## src/sv/pss_pkg.sv

```systemverilog
// types and constants shared by the shutdown sequencer modules
package pss_pkg;

	// event kinds carried on the input tuser
	typedef enum logic [1:0] {
		ACT_SWITCH = 2'd0,
		ACT_FRAME  = 2'd1,
		ACT_POLL   = 2'd2,
		ACT_NONE   = 2'd3
	} action_t;

	typedef enum logic [1:0] {
		MODE_RUNNING   = 2'd0,
		MODE_QUIESCING = 2'd1,
		MODE_FLUSHING  = 2'd2,
		MODE_ASLEEP    = 2'd3
	} mode_t;

	typedef enum logic [2:0] {
		MSG_NONE     = 3'd0,
		MSG_SHUTDOWN = 3'd1,
		MSG_SLEEP    = 3'd2,
		MSG_ABORT    = 3'd3,
		MSG_WAKE     = 3'd4
	} msg_t;

	// configuration register indexes
	localparam logic [2:0] CFG_DEBOUNCE    = 3'd0;
	localparam logic [2:0] CFG_SAVE_TMO    = 3'd1;
	localparam logic [2:0] CFG_FLUSH_TMO   = 3'd2;
	localparam logic [2:0] CFG_REPLY_CODE  = 3'd3;
	localparam logic [2:0] CFG_FAILED_CODE = 3'd4;
	localparam logic [2:0] CFG_SWITCH_RST  = 3'd5;

	localparam logic [15:0] RST_DEBOUNCE    = 16'd50;
	localparam logic [15:0] RST_SAVE_TMO    = 16'd2000;
	localparam logic [15:0] RST_FLUSH_TMO   = 16'd500;
	localparam logic [6:0]  RST_REPLY_CODE  = 7'd96;
	localparam logic [7:0]  RST_FAILED_CODE = 8'd255;
	localparam logic        RST_SWITCH      = 1'b1;

	// power frame class
	localparam logic [7:0] CLASS_MASK  = 8'hF0;
	localparam logic [7:0] CLASS_POWER = 8'h60;

	typedef struct packed {
		action_t    action;
		logic [31:0] now_time;
		logic        switch_level;
		logic [7:0]  frame_kind;
		logic [7:0]  frame_length;
		logic [7:0]  frame_first_byte;
		logic        link_up;
		logic        send_ok;
		logic        tx_empty;
	} event_t;

	typedef struct packed {
		logic [15:0] debounce_time;
		logic [15:0] save_timeout;
		logic [15:0] flush_timeout;
		logic [6:0]  saved_reply_code;
		logic [7:0]  save_failed_code;
	} cfg_t;

	typedef struct packed {
		mode_t       mode;
		logic        switch_stable;
		logic        switch_last_raw;
		logic        first_sample_seen;
		logic [31:0] raw_change_time;
		logic [31:0] phase_start_time;
		logic        reply_seen;
		logic        request_sent;
		logic [7:0]  last_status;
		logic [15:0] shutdowns;
		logic [15:0] aborts;
		logic [15:0] save_tmo_cnt;
	} state_t;

	// sequencer state after reset
	localparam state_t ST_RESET = '{
		mode:              MODE_RUNNING,
		switch_stable:     RST_SWITCH,
		switch_last_raw:   RST_SWITCH,
		first_sample_seen: 1'b0,
		raw_change_time:   32'd0,
		phase_start_time:  32'd0,
		reply_seen:        1'b0,
		request_sent:      1'b0,
		last_status:       8'd0,
		shutdowns:         16'd0,
		aborts:            16'd0,
		save_tmo_cnt:      16'd0
	};

	typedef struct packed {
		logic        frame_claimed;
		msg_t        message_out;
		logic        quiesce_strobe;
		logic        save_strobe;
		logic        resume_strobe;
		mode_t       power_state;
		logic [7:0]  save_status;
		logic [15:0] shutdown_count;
		logic [15:0] abort_count;
		logic [15:0] timeout_count;
	} result_t;

endpackage

```

## src/sv/pss_step.sv

```systemverilog
// next-state and result logic for one event of the shutdown sequencer
module pss_step (
	input  pss_pkg::event_t  ev,
	input  pss_pkg::cfg_t    cfg,
	input  pss_pkg::state_t  st,
	output pss_pkg::state_t  st_nx,
	output pss_pkg::result_t res
);
	import pss_pkg::*;

	logic        is_poll;
	logic        is_frame;
	logic        is_switch;
	logic [31:0] since_phase;
	logic [31:0] since_raw;
	logic [31:0] raw_ref;
	logic        r_start;
	logic        q_abort;
	logic        q_flush;
	logic        q_resend;
	logic        q_tmo;
	logic        f_wake;
	logic        f_sleep;
	logic        a_wake;
	logic        claimed;
	mode_t       mode_nx;

	assign is_poll   = (ev.action == ACT_POLL);
	assign is_frame  = (ev.action == ACT_FRAME);
	assign is_switch = (ev.action == ACT_SWITCH);

	assign since_phase = ev.now_time - st.phase_start_time;
	// first sample ever starts the hold time at its own timestamp
	assign raw_ref   = st.first_sample_seen ? st.raw_change_time : ev.now_time;
	assign since_raw = ev.now_time - raw_ref;

	assign r_start  = is_poll && (st.mode == MODE_RUNNING) && !st.switch_stable;
	assign q_abort  = is_poll && (st.mode == MODE_QUIESCING) && st.switch_stable;
	assign q_flush  = is_poll && (st.mode == MODE_QUIESCING) && !st.switch_stable
		&& (st.reply_seen || !ev.link_up);
	assign q_resend = is_poll && (st.mode == MODE_QUIESCING) && !st.switch_stable
		&& !st.reply_seen && ev.link_up && !st.request_sent;
	assign q_tmo    = is_poll && (st.mode == MODE_QUIESCING) && !st.switch_stable
		&& !st.reply_seen && ev.link_up && st.request_sent
		&& (since_phase >= {16'd0, cfg.save_timeout});
	assign f_wake   = is_poll && (st.mode == MODE_FLUSHING) && st.switch_stable;
	assign f_sleep  = is_poll && (st.mode == MODE_FLUSHING) && !st.switch_stable
		&& (ev.tx_empty || (since_phase >= {16'd0, cfg.flush_timeout}));
	assign a_wake   = is_poll && (st.mode == MODE_ASLEEP) && st.switch_stable;

	assign claimed = is_frame && ((ev.frame_kind & CLASS_MASK) == CLASS_POWER);

	// power state transitions
	always_comb begin
		mode_nx = st.mode;
		unique case (st.mode)
			MODE_RUNNING: begin
				if (r_start) mode_nx = MODE_QUIESCING;
			end
			MODE_QUIESCING: begin
				if (q_abort) mode_nx = MODE_RUNNING;
				else if (q_flush || q_tmo) mode_nx = MODE_FLUSHING;
			end
			MODE_FLUSHING: begin
				if (f_wake) mode_nx = MODE_RUNNING;
				else if (f_sleep) mode_nx = MODE_ASLEEP;
			end
			MODE_ASLEEP: begin
				if (a_wake) mode_nx = MODE_RUNNING;
			end
			default: mode_nx = st.mode;
		endcase
	end

	// strobes, messages and the remaining state
	always_comb begin
		st_nx      = st;
		st_nx.mode = mode_nx;
		res        = '0;
		res.message_out = MSG_NONE;

		if (is_switch) begin
			st_nx.first_sample_seen = 1'b1;
			st_nx.raw_change_time   = raw_ref;
			if (ev.switch_level != st.switch_last_raw) begin
				st_nx.switch_last_raw = ev.switch_level;
				st_nx.raw_change_time = ev.now_time;
			end else if ((ev.switch_level != st.switch_stable)
				&& (since_raw >= {16'd0, cfg.debounce_time})) begin
				st_nx.switch_stable = ev.switch_level;
			end
		end

		if (claimed && (ev.frame_kind == {1'b0, cfg.saved_reply_code})
			&& (st.mode == MODE_QUIESCING)) begin
			st_nx.last_status = (ev.frame_length != 8'd0) ? ev.frame_first_byte
				: cfg.save_failed_code;
			st_nx.reply_seen  = 1'b1;
		end

		if (r_start) begin
			st_nx.shutdowns        = st.shutdowns + 16'd1;
			st_nx.reply_seen       = 1'b0;
			st_nx.last_status      = cfg.save_failed_code;
			st_nx.request_sent     = ev.send_ok;
			st_nx.phase_start_time = ev.now_time;
			res.quiesce_strobe     = 1'b1;
			if (ev.send_ok) res.message_out = MSG_SHUTDOWN;
		end

		if (q_abort || f_wake) begin
			st_nx.aborts = st.aborts + 16'd1;
		end
		if (q_abort || f_wake || a_wake) begin
			res.resume_strobe = 1'b1;
			if (ev.send_ok) res.message_out = q_abort ? MSG_ABORT : MSG_WAKE;
		end

		// first request may have been dropped: send it once more
		if (q_resend && ev.send_ok) begin
			st_nx.request_sent     = 1'b1;
			st_nx.phase_start_time = ev.now_time;
			res.message_out        = MSG_SHUTDOWN;
		end

		if (q_flush || q_tmo) begin
			st_nx.phase_start_time = ev.now_time;
			res.save_strobe        = 1'b1;
			if (ev.send_ok) res.message_out = MSG_SLEEP;
		end
		if (q_tmo) begin
			st_nx.save_tmo_cnt = st.save_tmo_cnt + 16'd1;
		end

		res.frame_claimed  = claimed;
		res.power_state    = mode_nx;
		res.save_status    = st_nx.last_status;
		res.shutdown_count = st_nx.shutdowns;
		res.abort_count    = st_nx.aborts;
		res.timeout_count  = st_nx.save_tmo_cnt;
	end

endmodule

```

## src/sv/power_switch_shutdown_sequencer.sv

```systemverilog
// top level of the power switch shutdown sequencer
// an accepted input beat reaches its result beat through the input register,
//   then the step logic into the result register
// throughput: one event per cycle, limited only by the result side taking beats
// reset: arst_n clears control state at once; the configuration and state registers
//   load their defaults, the mode returns to running and the switch state is seeded from RST_SWITCH
module power_switch_shutdown_sequencer (
	input  logic        clk,
	input  logic        arst_n,
	// configuration write port
	input  logic        cfg_we,
	input  logic [2:0]  cfg_index,
	input  logic [15:0] cfg_data,
	// event stream
	input  logic        s_tvalid,
	output logic        s_tready,
	// now_time[31:0], switch_level[32], frame_kind[40:33], frame_length[48:41],
	// frame_first_byte[56:49], link_up[57], send_ok[58], tx_empty[59], zero pad
	input  logic [63:0] s_tdata,
	// action[1:0]
	input  logic [1:0]  s_tuser,
	// result stream
	output logic        m_tvalid,
	input  logic        m_tready,
	// frame_claimed[0], message_out[3:1], quiesce_strobe[4], save_strobe[5],
	// resume_strobe[6], power_state[8:7], save_status[16:9],
	// shutdown_count[32:17], abort_count[48:33], timeout_count[64:49], zero pad
	output logic [71:0] m_tdata
);
	import pss_pkg::*;

	// configuration registers
	cfg_t    cfg_q;

	// sequencer state
	state_t  st_q;
	state_t  st_nx;
	state_t  st_d;

	// input stage
	logic    valid_s1;
	event_t  ev_s1;
	event_t  ev_in;

	// result stage
	logic    valid_s2;
	result_t res;
	result_t res_s2;

	logic    advance;
	logic    take_in;

	assign ev_in.action           = action_t'(s_tuser);
	assign ev_in.now_time         = s_tdata[31:0];
	assign ev_in.switch_level     = s_tdata[32];
	assign ev_in.frame_kind       = s_tdata[40:33];
	assign ev_in.frame_length     = s_tdata[48:41];
	assign ev_in.frame_first_byte = s_tdata[56:49];
	assign ev_in.link_up          = s_tdata[57];
	assign ev_in.send_ok          = s_tdata[58];
	assign ev_in.tx_empty         = s_tdata[59];

	// the stage moves on when the result register is empty or being drained
	assign advance  = valid_s1 && (!valid_s2 || m_tready);
	assign s_tready = !valid_s1 || advance;
	assign take_in  = s_tvalid && s_tready;

	pss_step u_step (
		.ev    (ev_s1),
		.cfg   (cfg_q),
		.st    (st_q),
		.st_nx (st_nx),
		.res   (res)
	);

	always_ff @(posedge clk or negedge arst_n) begin
		if (!arst_n) begin
			cfg_q <= '{
				debounce_time:    RST_DEBOUNCE,
				save_timeout:     RST_SAVE_TMO,
				flush_timeout:    RST_FLUSH_TMO,
				saved_reply_code: RST_REPLY_CODE,
				save_failed_code: RST_FAILED_CODE
			};
		end else if (cfg_we) begin
			unique case (cfg_index)
				CFG_DEBOUNCE:    cfg_q.debounce_time    <= cfg_data;
				CFG_SAVE_TMO:    cfg_q.save_timeout     <= cfg_data;
				CFG_FLUSH_TMO:   cfg_q.flush_timeout    <= cfg_data;
				CFG_REPLY_CODE:  cfg_q.saved_reply_code <= cfg_data[6:0];
				CFG_FAILED_CODE: cfg_q.save_failed_code <= cfg_data[7:0];
				// the seed only acts on the switch state below
				CFG_SWITCH_RST:  ;
				default: ;
			endcase
		end
	end

	// next state; a seed write also reloads the switch state
	always_comb begin
		st_d = st_q;
		if (advance) st_d = st_nx;
		if (cfg_we && (cfg_index == CFG_SWITCH_RST)) begin
			st_d.switch_stable   = cfg_data[0];
			st_d.switch_last_raw = cfg_data[0];
		end
	end

	// state register
	always_ff @(posedge clk or negedge arst_n) begin
		if (!arst_n) begin
			st_q <= ST_RESET;
		end else begin
			st_q <= st_d;
		end
	end

	always_ff @(posedge clk or negedge arst_n) begin
		if (!arst_n) begin
			valid_s1 <= 1'b0;
			valid_s2 <= 1'b0;
		end else begin
			if (take_in) valid_s1 <= 1'b1;
			else if (advance) valid_s1 <= 1'b0;
			if (advance) valid_s2 <= 1'b1;
			else if (m_tready) valid_s2 <= 1'b0;
		end
	end

	// payload registers
	always_ff @(posedge clk) begin
		if (take_in) ev_s1 <= ev_in;
		if (advance) res_s2 <= res;
	end

	assign m_tvalid = valid_s2;
	assign m_tdata  = {7'd0, res_s2.timeout_count, res_s2.abort_count,
		res_s2.shutdown_count, res_s2.save_status, res_s2.power_state,
		res_s2.resume_strobe, res_s2.save_strobe, res_s2.quiesce_strobe,
		res_s2.message_out, res_s2.frame_claimed};

	// a quiesce strobe only comes with the step into quiescing
	a_quiesce_mode: assert property (@(posedge clk) disable iff (!arst_n)
		valid_s2 && res_s2.quiesce_strobe |-> res_s2.power_state == MODE_QUIESCING)
		else $error("quiesce strobe outside quiescing");

	// a save strobe only comes with the step into flushing
	a_save_mode: assert property (@(posedge clk) disable iff (!arst_n)
		valid_s2 && res_s2.save_strobe |-> res_s2.power_state == MODE_FLUSHING)
		else $error("save strobe outside flushing");

	// resume always lands in running
	a_resume_mode: assert property (@(posedge clk) disable iff (!arst_n)
		valid_s2 && res_s2.resume_strobe |-> res_s2.power_state == MODE_RUNNING)
		else $error("resume strobe outside running");

	// a stalled event in the input stage keeps the sequencer state untouched when no configuration write comes
	a_hold_state: assert property (@(posedge clk) disable iff (!arst_n)
		valid_s1 && !advance && !cfg_we |=> st_q == $past(st_q))
		else $error("state moved without an event");

	// abort and wake strobes never come together with a quiesce strobe
	a_strobe_excl: assert property (@(posedge clk) disable iff (!arst_n)
		valid_s2 |-> !(res_s2.quiesce_strobe && res_s2.resume_strobe))
		else $error("quiesce and resume strobes together");

endmodule
```

## config.mk

```make
export PLATFORM = sky130hd
export DESIGN_NAME = power_switch_shutdown_sequencer
export DESIGN_NICKNAME = d
export VERILOG_FILES = /design/src/sv/pss_pkg.sv /design/src/sv/pss_step.sv /design/src/sv/power_switch_shutdown_sequencer.sv
export SDC_FILE = /design/constraint.sdc
export NUM_CORES = 1
export LEC_CHECK = 0
export ABC_AREA = 1
export BUFFER_PORTS_ARGS = -buffer_cell sky130_fd_sc_hd__buf_2
export CORE_ASPECT_RATIO = 0.9
export CORE_UTILIZATION = 51
export DETAILED_ROUTE_END_ITERATION = 16
export PLACE_DENSITY_LB_ADDON = 0.05
export SYNTH_ARGS = -nofsm -noshare
export SYNTH_HDL_FRONTEND = slang
export SYNTH_HIERARCHICAL = 1
export SYNTH_SLANG_ARGS = --single-unit
```

## constraint.sdc

```tcl
create_clock -name clk -period 8.7 [get_ports clk]
set_input_delay 1.74 -clock clk [delete_from_list [all_inputs] [get_ports clk]]
set_output_delay 1.74 -clock clk [all_outputs]
set_load 0.05 [all_outputs]
```

# Word level (Yosys, flattened, before mapping)
# Index checks and enable logic that the tools add are counted.
dict set report totals {
  reg_bits 319
  output_inout_bits 74
  elab_cells 161
}
dict set report op_classes {
  add_sub_neg 5
  order_cmp 3
  eq_ne 15
  n_mux 38
  reduce_logical 62
}
# operator count
set ops {}
lappend ops {{32-bit two-way mux} 4}
lappend ops {{125-bit two-way mux} 1}
lappend ops {{32-bit by 16-bit greater-or-equal comparator with 1-bit output} 3}
lappend ops {{32-bit subtractor} 2}
lappend ops {{58-bit two-way mux} 1}
lappend ops {{16-bit by 1-bit adder with 16-bit output, second input constant} 3}
lappend ops {{35-bit two-way mux} 1}
lappend ops {{16-bit two-way mux} 2}
lappend ops {{1-bit logical AND} 25}
lappend ops {{3-bit two-way mux} 6}
lappend ops {{2-bit AND reduction} 9}
lappend ops {{8-bit two-way mux} 2}
lappend ops {{2-bit nonzero test} 8}
lappend ops {{2-bit two-way mux} 7}
lappend ops {{1-bit two-way mux} 12}
lappend ops {{8-bit by 7-bit equality test with 1-bit output} 1}
lappend ops {{2-bit case mux with 4 select lines} 1}
lappend ops {{8-bit nonzero test} 1}
lappend ops {{1-bit logical OR} 7}
lappend ops {{2-bit equality test, second input constant} 3}
lappend ops {{3-bit by 2-bit equality test with 1-bit output, second input constant} 2}
lappend ops {{3-bit equality test, second input constant} 2}
lappend ops {{1-bit zero test} 6}
lappend ops {{2-bit by 1-bit equality test with 1-bit output, second input constant} 2}
lappend ops {{10 further kinds} 12}

# Depth between registers and ports, before layout
# Gate-level depths: netlist of run 1.
dict set report logic_depth {
  ltp_word 11
  depth_mapped 34
  mapped_depth_nobuf 33
}

# Modules after synthesis
# Netlist of run 1, hierarchy kept.
# module n_inst cells_per_inst area_each_um2 seq_area_each_um2
set by_module_without_submodules {}
lappend by_module_without_submodules {power_switch_shutdown_sequencer 1 912 11046.8 8652.0}
lappend by_module_without_submodules {pss_step 1 2104 10515.1 0.0}

# Worst setup path before layout of run 1
# Ideal clock, no wire load.
dict set report synth_timing {
  path_kind {input port to flip-flop}
  start {in m_tready}
  end {reg ev_s1[0] in the netlist's numbering (enable)}
  setup_ps 416
  arrival_time_ps 3567
  setup_slack_ps 4717
  path_stages 4
  n_path_buf 0
  cell_sequence {inv_1 > nand3_1 > nand2_1 > inv_1}
}
dict set report synth_between {
  elab_chain_len 4
}
# item line
set synth_rtl {}
lappend synth_rtl {{start: declaration} power_switch_shutdown_sequencer.sv:24} ;# input logic m_tready,
lappend synth_rtl {{1-bit logical OR} power_switch_shutdown_sequencer.sv:64} ;# assign advance = valid_s1 && (!valid_s2 || m_tready);
lappend synth_rtl {{1-bit logical AND} power_switch_shutdown_sequencer.sv:64}
lappend synth_rtl {{1-bit logical OR} power_switch_shutdown_sequencer.sv:65} ;# assign s_tready = !valid_s1 || advance;
lappend synth_rtl {{via s_tready} power_switch_shutdown_sequencer.sv:16} ;# output logic s_tready,
lappend synth_rtl {{1-bit logical AND} power_switch_shutdown_sequencer.sv:66} ;# assign take_in = s_tvalid && s_tready;
lappend synth_rtl {{via take_in} power_switch_shutdown_sequencer.sv:51} ;# logic take_in;
lappend synth_rtl {{end signal: assignment} power_switch_shutdown_sequencer.sv:132} ;# if (take_in) ev_s1 <= ev_in;
lappend synth_rtl {{end: declaration} power_switch_shutdown_sequencer.sv:42} ;# event_t ev_s1;
# The timed path passes the listed nets, and every way through them passes these cells.
# A chain may end at the register's enable or synchronous reset.

==> out/summary.log, run 1 <==
qor: logic_synthesis.synth-main-ff-cell sky130_fd_sc_hd__dfrtp_1
qor: placement.globalplace.congestion 0.9217
qor: route.vias_per_cell 5.191
qor: global_route.grt_antenna_before_repair 0
qor: hold_path.hold_class reg2reg
qor: timing.final.hold.worst_slack 0.4757 ns
qor: setup_path.critical_path.slowest_cell sky130_fd_sc_hd__edfxtp_1
qor: setup_path.path_cells ha_1 > nand2_1 > nor2_1 > nand3_1 > nand3_1 > xor2_1 > ha_1 > a21oi_1 > nor2_1 > a211oi_1 > a21oi_1 > nor2_1 > nand3_2 > nand2_4 > nand2_4 > nand2_1 > nand2_1 > nand2_1 > nand2_1
qor: logic_synthesis.mappedNetlistArea 0.02156 mm2
qor: run_status.status finished, final reports clean
qor: clocking.clkTransAtPathRegs 0.06 ns
qor: logic_synthesis.yosys.area_share.xor_xnor 3.331%
qor: global_route.grt_pass1_wl 91,900 um
qor: route.drt_first_pass_iters 5
qor: die.floorplan.rows 71
qor: clocking.cts_made_buffers 36
qor: logic_synthesis.syn_area_per_cell 7.149 um2
qor: timing.report.final.hold_viol_count 0
qor: route.wire_per_inst 15.85 um
qor: power_and_ir_drop.p_total 0.007064 W
qor: timing.fin_setup_tns 0 ns
qor: clocking.cts_setup_buffers 0
qor: logic_synthesis.ys_async_sr_fraction 60.19%
qor: setup_path.timing_worst_setup_path_type reg2reg
qor: setup_path.worstPathRequired 9.12 ns
qor: finish.mostFrequentLayoutCells sky130_fd_sc_hd__nand2_1, sky130_fd_sc_hd__inv_1, sky130_fd_sc_hd__o21ai_0
qor: setup_path.critPathTopFamily simple AND/OR/NAND/NOR gates
qor: power_and_ir_drop.vdd_ir_drop_max 0.0002386 V
qor: setup_path.crit_path_max_incr_delay 0.52 ns
qor: setup_path.critPathCaptureType flop
qor: logic_synthesis.synthesis.instances 3,016
qor: timing.timing.fmax 200.0 MHz
qor: timing.fin_crit_sh 57.47%
qor: global_route.first_global_vias 18.00k
qor: logic_synthesis.postSynthRegisterBits 319
qor: clocking.htree_levels 2
qor: route.routed-via-count 18.92k
qor: setup_path.crit_path_start_kind flop
qor: power_and_ir_drop.power.density 302.7 mW/mm2
qor: hold_path.hp-start st_q[107]$_DFFE_PN0P_
qor: logic_synthesis.yosys_warnings 6
qor: setup_path.critical_path.max_fanout 39
qor: timing.rsz_0062_raised_after_global_routing no
qor: clocking.clock_insertion_delay_at_the_later_pin_of_the_skew_report 0.55 ns
qor: timing.final-setup-viol-count 0
qor: die.dieArea 0.04311 mm2
qor: timing.min_period 5.000 ns
qor: clocking.cts.root.buffer_cell sky130_fd_sc_hd__clkbuf_16
qor: timing.max_slew.worst_pin.slew 1.123 ns
qor: clocking.clock_sinks 319
qor: logic_synthesis.ys_types 46
qor: power_and_ir_drop.power_switching 0.003159 W
qor: logic_synthesis.synthSimpleGateAreaFrac 28.87%
qor: die.chipWidth 218.7 um
qor: power_and_ir_drop.internal_power 0.003905 W
qor: setup_path.worst-path-buf-inv 0
qor: clocking.ctsHoldBuffers 0
qor: logic_synthesis.post_synth_fa_ha_maj_area_fraction 6.743%
qor: timing.max-slew-margin-rel 24.92%
qor: route.detail-route-antenna-nets 0
qor: power_and_ir_drop.clkPwrFrac 20.7%
qor: placement.dp.cells 3,579
qor: global_route.largest_net_degree_at_the_start_of_global_routing 193
qor: finish.layoutNonFillerInstCount 3,645
qor: finish.layout.cells.most_common sky130_fd_sc_hd__nand2_1
qor: finish.layout-drive-gt1-share 9.109%
qor: power_and_ir_drop.seq_power_share 29.5%
qor: power_and_ir_drop.switching_share 44.72%
qor: logic_synthesis.post_synth_main_area_contributors sky130_fd_sc_hd__nand2_1, sky130_fd_sc_hd__dfrtp_1, sky130_fd_sc_hd__edfxtp_1, sky130_fd_sc_hd__inv_1, sky130_fd_sc_hd__ha_1
qor: route.post-route-drc-count 0
qor: placement.dpl.hpwl 41,520 um
qor: global_route.global_route.usage.total 26.99%
qor: timing.finalClockSkew 0.02102 ns
qor: finish.area_growth 8.223%
qor: logic_synthesis.synth_enable_flop_cells 127
qor: setup_path.timing.critical_path.mode_cell sky130_fd_sc_hd__nand2_1
qor: run.maxCapViolCount 0
qor: route.detail_route.wirelength 57,760 um
qor: power_and_ir_drop.cellLeakagePower 12.18 nW
qor: setup_path.worstSetupStartpoint ev_s1[35]$_DFFE_PP_
qor: setup_path.timing.critical_path.arrival 5.42 ns
qor: die.start_util 51.64%
qor: timing.timing.final.max_slew_violations 0
qor: setup_path.r2r-start ev_s1[35]$_DFFE_PP_
qor: finish.fin_nets 3,275
qor: clocking.cts.path.max_buffers 3
qor: die.floorplan.die.height 197.1 um
qor: logic_synthesis.synth-compound-area-share 9.099%
qor: placement.port-buffer-count 152
qor: logic_synthesis.synth_top_family_by_area simple AND/OR/NAND/NOR gates
qor: power_and_ir_drop.p_comb_share 49.8%
qor: logic_synthesis.synth_sequential_area_ratio 40.13%
qor: route.drt_iter0_markers 1,312
qor: die.ioPinCount 164
qor: logic_synthesis.share_of_yosys_cell_area_claimed_by_the_top_area_cell_type 20.23%
qor: clocking.post_cts.resized_instances 0
qor: logic_synthesis.yosys-mux-area-fraction 0%
qor: clocking.cts_tree done
qor: logic_synthesis.synth_largest_area_cell sky130_fd_sc_hd__nand2_1
qor: global_route.globalRouteOverflowTotal 0
qor: die.placeable_core_region 0.04175 mm2
## Yosys cell counts (27+ instances only)
master / count
sky130_fd_sc_hd__edfxtp_1: 127
sky130_fd_sc_hd__nor2_1: 137
sky130_fd_sc_hd__a21oi_1: 107
sky130_fd_sc_hd__o21ai_0: 237
sky130_fd_sc_hd__buf_4: 73
sky130_fd_sc_hd__xor2_1: 63
sky130_fd_sc_hd__nand3_1: 143
sky130_fd_sc_hd__clkbuf_1: 47
sky130_fd_sc_hd__nor3_1: 31
sky130_fd_sc_hd__nand2_1: 1162
sky130_fd_sc_hd__ha_1: 113
sky130_fd_sc_hd__inv_1: 419
sky130_fd_sc_hd__dfrtp_1: 165
sky130_fd_sc_hd__dfstp_2: 27
## power groups by stage
stage / Combinational [W] / Clock [W] / Sequential [W]
final: 0.00352 / 0.00146 / 0.00208
after global routing: 0.00402 / 0.00154 / 0.00212
after CTS: 0.00352 / 0.00149 / 0.00208
after detailed placement: 0.00350 / 0 / 0.00211
after global placement: 0.00341 / 0 / 0.00210
after floorplan: 0.00255 / 0 / 0.00219
## area by class of cell
type / instances / area (um2)
antenna: 2 / 5.005
clock buffer: 52 / 1054
clock inverter: 12 / 68.82
fill: 4010 / 18420
inverter: 425 / 1595
multi-input combinational: 2124 / 10400
sequential: 319 / 8652
tap: 547 / 684.4
timing repair buffer: 164 / 872.1
## registers in the layout, summed over array words and instances, names as in the netlist
name      flops
st_q        127
m_tdata      65
cfg_q        63
ev_s1        62
m_tvalid      1
valid_s1      1
## worst paths after layout
kind	depth (start not counted)	slack, ns	endpoint
worst max-delay path	19	3.70	st_q[86]$_DFFE_PN0P_
worst min-delay path	2	0.48	st_q[107]$_DFFE_PN0P_
worst max register to register	19	3.70	st_q[86]$_DFFE_PN0P_
worst min register to register	2	0.48	st_q[107]$_DFFE_PN0P_
max in group asynchronous	2	6.02	st_q[113]$_DFFE_PN0P_
min in group asynchronous	1	1.21	st_q[51]$_DFFE_PN0P_
## metal layers
layer / up-vias / wire length, um / global-route usage, %
met4: 0 / 1240 / 7.767
met1: 8798 / 26310 / 36.25
met3: 84 / 2881 / 2.987
met2: 478 / 27330 / 45.87
li1: 9561 / - / -
met5: - / 0 / 0
## worst min-delay path: stages, from the launching register on
cell	delay, ns
sky130_fd_sc_hd__dfrtp_1	0.34
sky130_fd_sc_hd__nand2_1	0.05
sky130_fd_sc_hd__nand2_1	0.05
## cell families after synthesis
family	after synthesis
AND/OR/NAND/NOR	1540
buffers and inverters	579
AO/OA/AOI/OAI	380
flip-flops	319
adder cells (fa/ha/maj)	115
XOR/XNOR	82
other	1
## stage by stage
step | utilization (%) | setup WS [ns] | cell area (um2)
2_1_floorplan | - | 4.717 | 21580
3_3_place_gp | 53.19 | 3.814 | 22210
3_5_place_dp | 53.19 | 3.754 | 22210
4_1_cts | 55.88 | 3.723 | 23330
5_1_grt | 55.88 | 3.396 | 23330
6_report | 55.89 | 3.700 | 23330
Power figures use the tool's default switching activity.
==> run 2: changes to the inputs <==
--- a/config.mk
+++ b/config.mk
@@ -5,7 +5,7 @@
 export SDC_FILE = /design/constraint.sdc
 export NUM_CORES = 1
 export LEC_CHECK = 0
-export ABC_AREA = 1
+export ABC_AREA = 0
 export BUFFER_PORTS_ARGS = -buffer_cell sky130_fd_sc_hd__buf_2
 export CORE_ASPECT_RATIO = 0.9
 export CORE_UTILIZATION = 51
==> constraint.sdc (replaced) <==
create_clock -name clk -period 4.05 [get_ports clk]
set_input_delay 0.81 -clock clk [delete_from_list [all_inputs] [get_ports clk]]
set_output_delay 0.81 -clock clk [all_outputs]
set_load 0.05 [all_outputs]
==> run 2 against run 1 <==
The flow now finishes with violations (negative setup slack). Synthesized area fell by 11%. Sequential share of layout area fell by 0.42 points. Global-route usage fell by 3.0 points. Die area fell by 11%. Critical path depth did not move. Register-to-register slack got worse by 4.4 ns. First-iteration DRC count fell by 39%. Wire length fell by 21%. Largest cell class unchanged.
==> out/summary.log, run 2 <==
qor: hold_path.hold_class in2async
qor: finish.n_antenna_cell 0
qor: placement.dpl.hpwl 33,130 um
qor: global_route.largest_net_degree_at_the_start_of_global_routing 117
qor: setup_path.worstSetupStartpoint st_q[58]$_DFFE_PN0P_
qor: die.start_util 52.40%
qor: setup_path.critical_path.max_fanout 7
qor: route.drt_first_pass_iters 5
qor: logic_synthesis.synth_sequential_area_ratio 45.23%
qor: route.detail_route.wirelength 45,370 um
qor: power_and_ir_drop.p_comb_share 55.3%
qor: die.chipWidth 206.1 um
qor: clocking.cts_tree done
qor: power_and_ir_drop.power.density 737.8 mW/mm2
qor: setup_path.crit_path_start_kind flop
qor: finish.layout.cells.most_common sky130_fd_sc_hd__buf_4
qor: placement.placement.cell_area 0.02178 mm2
qor: route.drt_iter0_markers 806
qor: finish.fin_nets 2,199
qor: clocking.htree_levels 2
qor: finish.mostFrequentLayoutCells sky130_fd_sc_hd__buf_4, sky130_fd_sc_hd__mux2_2, sky130_fd_sc_hd__dfrtp_1
qor: logic_synthesis.synthesis.instances 1,656
qor: logic_synthesis.yosys-mux-area-fraction 17.79%
qor: clocking.cts.root.buffer_cell sky130_fd_sc_hd__clkbuf_16
qor: clocking.clock_insertion_delay_at_the_later_pin_of_the_skew_report 0.56 ns
qor: power_and_ir_drop.power_switching 0.006519 W
qor: timing.final-setup-viol-count 71
qor: logic_synthesis.mappedNetlistArea 0.01913 mm2
qor: logic_synthesis.yosys.area_share.xor_xnor 4.304%
qor: setup_path.worstPathRequired 4.49 ns
qor: finish.finalInstanceArea 0.02360 mm2
qor: logic_synthesis.post_synth_fa_ha_maj_area_fraction 7.601%
qor: placement.port-buffer-count 152
qor: finish.largest_register_ffs 127
qor: finish.max_flop_register st_q
qor: run_status.status finished, violations left
qor: finish.layoutNonFillerInstCount 2,497
qor: logic_synthesis.post-synth-top-count-cell sky130_fd_sc_hd__mux2_2
qor: timing.timing.final.max_slew_violations 0
qor: placement.dp.cells 2,414
qor: placement.globalplace.congestion 0.8795
qor: timing.timing.fmax 210.1 MHz
qor: timing.finalWorstSetupSlack -0.7107 ns
qor: global_route.globalRouteOverflowTotal 0
qor: timing.final.hold.worst_slack 0.3355 ns
qor: power_and_ir_drop.internal_power 0.01090 W
qor: logic_synthesis.synthSimpleGateAreaFrac 9.367%
qor: power_and_ir_drop.seq_power_share 26.4%
qor: timing.report.final.hold_viol_count 0
qor: logic_synthesis.syn_area_per_cell 11.55 um2
qor: setup_path.path_cells ha_4 > fa_2 > nand2b_4 > a21o_1 > buf_6 > a2111oi_4 > buf_4 > o21ai_4 > and3_4 > or3_4 > a2111oi_4 > nor4b_4 > buf_4 > and3b_2 > o2111a_4 > buf_12 > buf_16 > mux2_4 > mux2_4
qor: finish.area_growth 23.40%
qor: power_and_ir_drop.switching_share 37.44%
qor: power_and_ir_drop.cellLeakagePower 10.90 nW
qor: die.floorplan.die.height 185.7 um
qor: setup_path.critPathCaptureType flop
qor: logic_synthesis.yosys_warnings 6
qor: route.routed-via-count 13.61k
qor: setup_path.crit_path_max_incr_delay 0.42 ns
qor: route.detail-route-antenna-nets 0
qor: clocking.cts.path.max_buffers 3
qor: clocking.clock_sinks 319
qor: setup_path.critical_path.slowest_cell sky130_fd_sc_hd__dfrtp_1
qor: setup_path.timing.critical_path.arrival 5.20 ns
qor: power_and_ir_drop.clkPwrFrac 18.3%
qor: power_and_ir_drop.vdd_ir_drop_max 0.0004110 V
qor: clocking.cts_made_buffers 35
qor: run_status.violated_checks negative setup slack
qor: logic_synthesis.ys_async_sr_fraction 60.19%
qor: placement.dp_worst_slack -0.8231 ns
qor: die.ioPinCount 164
qor: logic_synthesis.synth_top_family_by_area multiplexers
qor: route.wire_per_inst 18.17 um
qor: logic_synthesis.synth_enable_flop_cells 127
qor: timing.min_period 4.761 ns
qor: setup_path.timing_worst_setup_path_type reg2reg
qor: clocking.ctsHoldBuffers 0
qor: logic_synthesis.ys_types 84
qor: logic_synthesis.synth_largest_area_cell sky130_fd_sc_hd__dfrtp_1
qor: timing.max-slew-margin-rel 29.78%
qor: logic_synthesis.synthTopCellsByCount sky130_fd_sc_hd__mux2_2, sky130_fd_sc_hd__dfrtp_1, sky130_fd_sc_hd__edfxtp_1
qor: finish.final_util 64.66%
qor: finish.layout-drive-gt1-share 40.87%
qor: setup_path.r2r-start st_q[58]$_DFFE_PN0P_
qor: timing.rsz_0062_raised_after_global_routing yes
qor: die.floorplan.rows 66
qor: die.dieArea 0.03828 mm2
qor: clocking.clkTransAtPathRegs 0.06 ns
qor: global_route.grt_pass1_wl 71,190 um
qor: route.post-route-drc-count 0
qor: logic_synthesis.share_of_yosys_cell_area_claimed_by_the_top_area_cell_type 21.59%
qor: logic_synthesis.synth-compound-area-share 9.407%
qor: timing.finalClockSkew 0.01918 ns
qor: timing.max_slew.worst_pin.slew 1.050 ns
qor: route.vias_per_cell 5.451
qor: timing.fin_crit_sh 117.5%
qor: logic_synthesis.synth-main-ff-cell sky130_fd_sc_hd__dfrtp_1
qor: run.maxCapViolCount 0
qor: global_route.first_global_vias 13.36k
qor: die.placeable_core_region 0.03650 mm2
qor: logic_synthesis.postSynthRegisterBits 319
qor: finish.final.fill_count 2,860
qor: global_route.global_route.usage.total 23.95%
qor: global_route.grt_antenna_before_repair 0
qor: logic_synthesis.post_synth_main_area_contributors sky130_fd_sc_hd__dfrtp_1, sky130_fd_sc_hd__edfxtp_1, sky130_fd_sc_hd__mux2_2, sky130_fd_sc_hd__ha_1, sky130_fd_sc_hd__dfstp_2
## run 2: path summary, 6_finish.rpt
| kind | to | slack [ns] | cells after the start |
|---|---|---|---|
| min in group clk | ev_s1[32]$_DFFE_PP_ | 0.42 | 1 |
| min | st_q[53]$_DFFE_PN0P_ | 0.34 | 1 |
| max | st_q[61]$_DFFE_PN0P_ | -0.71 | 19 |
| min reg2reg | cfg_q[28]$_DFFE_PN0P_ | 0.49 | 1 |
| max in group asynchronous | st_q[105]$_DFFE_PN0P_ | 2.73 | 2 |
| max reg2reg | st_q[61]$_DFFE_PN0P_ | -0.71 | 19 |
## run 2: area by class of cell
class | instances | area (um2) | area share, %
sequential | 319 | 8653 | 36.66
timing repair buffer | 413 | 2909 | 12.33
clock buffer | 54 | 997.2 | 4.225
inverter | 100 | 375.4 | 1.590
multi-input combinational | 1125 | 9936 | 42.10
clock inverter | 10 | 136.4 | 0.5778
tap | 476 | 595.6 | 2.523
## run 2: power by group through the flow
| stage | Clock, W | Combinational (W) | Sequential [W] |
|---|---|---|---|
| 3_3_place_gp | 0 | 0.00888 | 0.00461 |
| 4_1_cts | 0.00327 | 0.00941 | 0.00458 |
| 2_1_floorplan | 0 | 0.00571 | 0.00477 |
| 5_1_grt | 0.00338 | 0.0106 | 0.00468 |
| 3_5_place_dp | 0 | 0.00904 | 0.00463 |
| 6_report | 0.00319 | 0.00963 | 0.00459 |
## run 2: through the flow
step           power, W  setup TNS (ns)
4_1_cts         0.01727          -30.60
3_3_place_gp    0.01350          -34.94
3_5_place_dp    0.01367          -39.10
5_1_grt         0.01861          -51.82
6_report        0.01741          -39.71
2_1_floorplan   0.01047          -8.827
## run 2: critical path, delay by kind of cell, from the launching register on
family                     cells  cell delay, ns
adders and majority gates      2            0.53
buffers and inverters          5            0.76
and+or+nand+nor                5            1.14
DFF                            1            0.42
AOI/OAI and AO/OA              5            1.24
muxes                          2            0.55
## run 2: cells by family (layout without fill, tap and decap cells)
logic type	after synthesis	in the layout
AOI/OAI and AO/OA	269	269
other	1	7
DFF	319	319
xor gates and xnor gates	94	94
muxes	297	297
adders and majority gates	115	115
buffers and inverters	218	577
and+or+nand+nor	343	343
## run 2: metal layers
layer | routed length, um | global-route usage [%] | up-vias
li1 | - | - | 6635
met1 | 21910 | 34.14 | 6654
met2 | 20750 | 38.12 | 264
met3 | 1682 | 2.941 | 59
met4 | 1028 | 7.176 | 0
met5 | 0 | 0 | -
## run 2: what timing repair did
item                                    4_1_cts  5_1_grt
gates cloned                                  1        0
buffers inserted                              9       12
endpoints found under the setup margin       71       71
pin swaps                                     9       11
gates resized for setup                      36       76
==> run 3: changes to the inputs <==
--- a/config.mk
+++ b/config.mk
@@ -7,9 +7,10 @@
 export LEC_CHECK = 0
 export ABC_AREA = 0
 export BUFFER_PORTS_ARGS = -buffer_cell sky130_fd_sc_hd__buf_2
-export CORE_ASPECT_RATIO = 0.9
+export CORE_ASPECT_RATIO = 1.75
 export CORE_UTILIZATION = 51
 export DETAILED_ROUTE_END_ITERATION = 16
+export MAX_ROUTING_LAYER = met4
 export PLACE_DENSITY_LB_ADDON = 0.05
 export SYNTH_ARGS = -nofsm -noshare
 export SYNTH_HDL_FRONTEND = slang
==> run 3 against run 2 <==
The flow still finishes with violations (negative setup slack). Fmax fell by 0.14%. Register-to-register slack hardly changed. Worst hold slack better by 0.021 ns. Utilization increased by 0.082 points. Wire length grew 9.0%. Global-route usage grew 3.1 points. Final cell count up 0.88%. Combinational power rose by 2.1%. Die area about the same. First-iteration DRC count is 42% lower. Power grew 0.95%. Clock skew shrank 0.0080 ns. Highest routed layer unchanged.
==> out/summary.log, run 3 (synthesized netlist as in run 2, its figures left out) <==
qor: placement.dp_worst_slack -0.8234 ns
qor: global_route.global_route.usage.total 27.06%
qor: run_status.violated_checks negative setup slack
qor: timing.final.hold.worst_slack 0.3567 ns
qor: setup_path.worst-path-buf-inv 3
qor: clocking.cts.path.max_buffers 3
qor: finish.layout.cells.most_common sky130_fd_sc_hd__buf_4
qor: timing.timing.final.max_slew_violations 0
qor: clocking.clock_insertion_delay_at_the_later_pin_of_the_skew_report 0.53 ns
qor: clocking.cts_tree done
qor: power_and_ir_drop.cellLeakagePower 11.10 nW
qor: clocking.cts.root.buffer_cell sky130_fd_sc_hd__clkbuf_16
qor: timing.report.final.hold_viol_count 0
qor: timing.timing.fmax 209.8 MHz
qor: setup_path.critical_path.max_fanout 10
qor: die.floorplan.rows 93
qor: global_route.largest_net_degree_at_the_start_of_global_routing 107
qor: die.ioPinCount 164
qor: placement.dpl.hpwl 36,530 um
qor: hold_path.hold_class in2async
qor: run_status.status finished, violations left
qor: timing.final-setup-viol-count 71
qor: die.dieArea 0.03831 mm2
qor: finish.max_flop_register st_q
qor: timing.fin_setup_tns -31.27 ns
qor: placement.placement.cell_area 0.02198 mm2
qor: global_route.grt_pass1_wl 77,510 um
qor: setup_path.critical_path.slowest_cell sky130_fd_sc_hd__dfrtp_2
qor: finish.seq_area 0.008653 mm2
qor: global_route.grt_antenna_before_repair 0
qor: setup_path.critPathTopFamily compound AO/OA/AOI/OAI gates
qor: die.start_util 51.85%
qor: clocking.ctsHoldBuffers 0
qor: die.chipWidth 148.4 um
qor: finish.multi_input_comb_area 0.009996 mm2
qor: route.vias_per_cell 5.498
qor: clocking.clkTransAtPathRegs 0.06 ns
qor: finish.finalInstanceArea 0.02388 mm2
qor: power_and_ir_drop.vdd_ir_drop_max 0.0004612 V
qor: clocking.cts_made_buffers 34
qor: setup_path.r2r_setup_slack -0.72 ns
qor: route.post-route-drc-count 0
qor: global_route.first_global_vias 14.54k
qor: route.detail_route.wirelength 49,470 um
qor: setup_path.r2r-start st_q[122]$_DFFE_PN0P_
qor: run.maxCapViolCount 0
qor: finish.layout-drive-gt1-share 41.98%
qor: setup_path.crit_path_start_kind flop
qor: timing.fin_crit_sh 117.7%
qor: finish.largest_register_ffs 127
qor: route.drt_iter0_markers 470
qor: timing.max_slew.worst_pin.slew 1.252 ns
qor: clocking.htree_levels 2
qor: setup_path.critical_path.reg2reg.endpoint st_q[124]$_DFFE_PN1P_
qor: die.floorplan.die.height 258.2 um
qor: timing.min_period 4.767 ns
qor: setup_path.r2r.worst_path.cells 26
qor: timing.max-slew-margin-rel 16.33%
qor: setup_path.timing.critical_path.arrival 5.22 ns
qor: clocking.clock_sinks 319
qor: setup_path.worstPathRequired 4.50 ns
qor: finish.mostFrequentLayoutCells sky130_fd_sc_hd__buf_4, sky130_fd_sc_hd__mux2_2, sky130_fd_sc_hd__dfrtp_1
qor: placement.globalplace.congestion 0.8859
qor: timing.rsz_0062_raised_after_global_routing yes
qor: finish.area_growth 24.86%
qor: setup_path.timing.critical_path.mode_cell sky130_fd_sc_hd__o211ai_1
qor: timing.finalClockSkew 0.01122 ns
qor: timing.finalWorstSetupSlack -0.7174 ns
qor: finish.n_antenna_cell 0
qor: power_and_ir_drop.power.density 736.1 mW/mm2
qor: global_route.globalRouteOverflowTotal 0
qor: route.drt_first_pass_iters 5
qor: setup_path.critPathCaptureType flop
qor: finish.final.fill_count 2,962
qor: setup_path.timing_worst_setup_path_type reg2reg
qor: setup_path.crit_path_max_incr_delay 0.42 ns
qor: route.routed-via-count 13.85k
qor: route.detail-route-antenna-nets 0
qor: placement.port-buffer-count 152
qor: route.wire_per_inst 19.64 um
qor: die.placeable_core_region 0.03689 mm2
qor: finish.fin_nets 2,223
## run 3: area by class of cell
type,instances,share of cell area (%)
repair buffers,438,13.03
inverters,100,1.582
flip-flops and latches,319,36.23
clock inverters,16,0.7125
well taps,475,2.488
multi-input cells,1125,41.85
clock buffers,46,4.102
## run 3: power by group
group	total (W)	internal, W	switching [W]	leakage (nW)
clock network	0.00320	0.00185	0.00134	0.555
logic	0.00983	0.00504	0.00480	6.94
registers	0.00455	0.00412	0.000431	3.61
total	0.0176	0.0110	0.00657	11.1
## run 3: routing by layer
metal / vias to the layer above / global-route usage [%] / share of wire [%]
met4: 0 / 9.794 / 3.5
met3: 95 / 2.367 / 2.4
met1: 6834 / 27.96 / 37
met2: 248 / 52.13 / 57
li1: 6673 / - / -
met5: - / - / 0
## run 3: worst reg2reg max path: stages (launching register included)
cell                        delay (ns)
sky130_fd_sc_hd__dfrtp_2          0.42
sky130_fd_sc_hd__buf_12           0.16
sky130_fd_sc_hd__mux2i_1          0.20
sky130_fd_sc_hd__ha_1             0.26
sky130_fd_sc_hd__o211ai_1         0.24
sky130_fd_sc_hd__a21oi_1          0.11
sky130_fd_sc_hd__buf_4            0.15
sky130_fd_sc_hd__o21a_1           0.17
sky130_fd_sc_hd__o21ai_0          0.14
sky130_fd_sc_hd__nand2b_1         0.10
sky130_fd_sc_hd__a31oi_1          0.18
sky130_fd_sc_hd__xnor2_1          0.09
sky130_fd_sc_hd__ha_1             0.20
sky130_fd_sc_hd__a21o_1           0.17
sky130_fd_sc_hd__a211o_1          0.29
sky130_fd_sc_hd__a2111oi_2        0.21
sky130_fd_sc_hd__o31ai_1          0.14
sky130_fd_sc_hd__o211ai_1         0.19
sky130_fd_sc_hd__o211ai_1         0.18
sky130_fd_sc_hd__nor4_2           0.17
sky130_fd_sc_hd__nand4_1          0.17
sky130_fd_sc_hd__o41ai_2          0.23
sky130_fd_sc_hd__buf_4            0.17
sky130_fd_sc_hd__nand2_1          0.05
sky130_fd_sc_hd__o211ai_1         0.09
sky130_fd_sc_hd__a31oi_1          0.10
sky130_fd_sc_hd__a21oi_1          0.14
## run 3: repair_timing
item                       4_1_cts  5_1_grt
resized for setup               96       27
setup endpoints to repair       71       71
cloned                           3        0
buffers inserted                13        8
pin swaps                       31       15
## run 3: per-stage QoR
| step | power [W] | cells | utilization [%] |
|---|---|---|---|
| 6_report | 0.01758 | 2519 | 64.75 |
| 5_1_grt | 0.01875 | 2519 | 64.75 |
| 4_1_cts | 0.01765 | 2516 | 64.47 |
| 3_5_place_dp | 0.01399 | 2439 | 59.60 |
| 3_3_place_gp | 0.01384 | 2439 | 59.60 |
| 2_1_floorplan | 0.01047 | 1662 | - |
## run 3: worst max-delay path by stage
stage	slack, ns	startpoint	cells after the start	end
2_1_floorplan	-0.34	st_q[122]$_DFFE_PN0P_	27	st_q[124]$_DFFE_PN1P_
3_3_place_gp	-0.72	ev_s1[28]$_DFFE_PP_	17	st_q[74]$_DFFE_PN0P_
3_5_place_dp	-0.82	st_q[122]$_DFFE_PN0P_	24	st_q[124]$_DFFE_PN1P_
4_1_cts	-0.67	st_q[122]$_DFFE_PN0P_	25	st_q[124]$_DFFE_PN1P_
5_1_grt	-1.11	st_q[122]$_DFFE_PN0P_	25	st_q[124]$_DFFE_PN1P_
6_report	-0.72	st_q[122]$_DFFE_PN0P_	26	st_q[124]$_DFFE_PN1P_
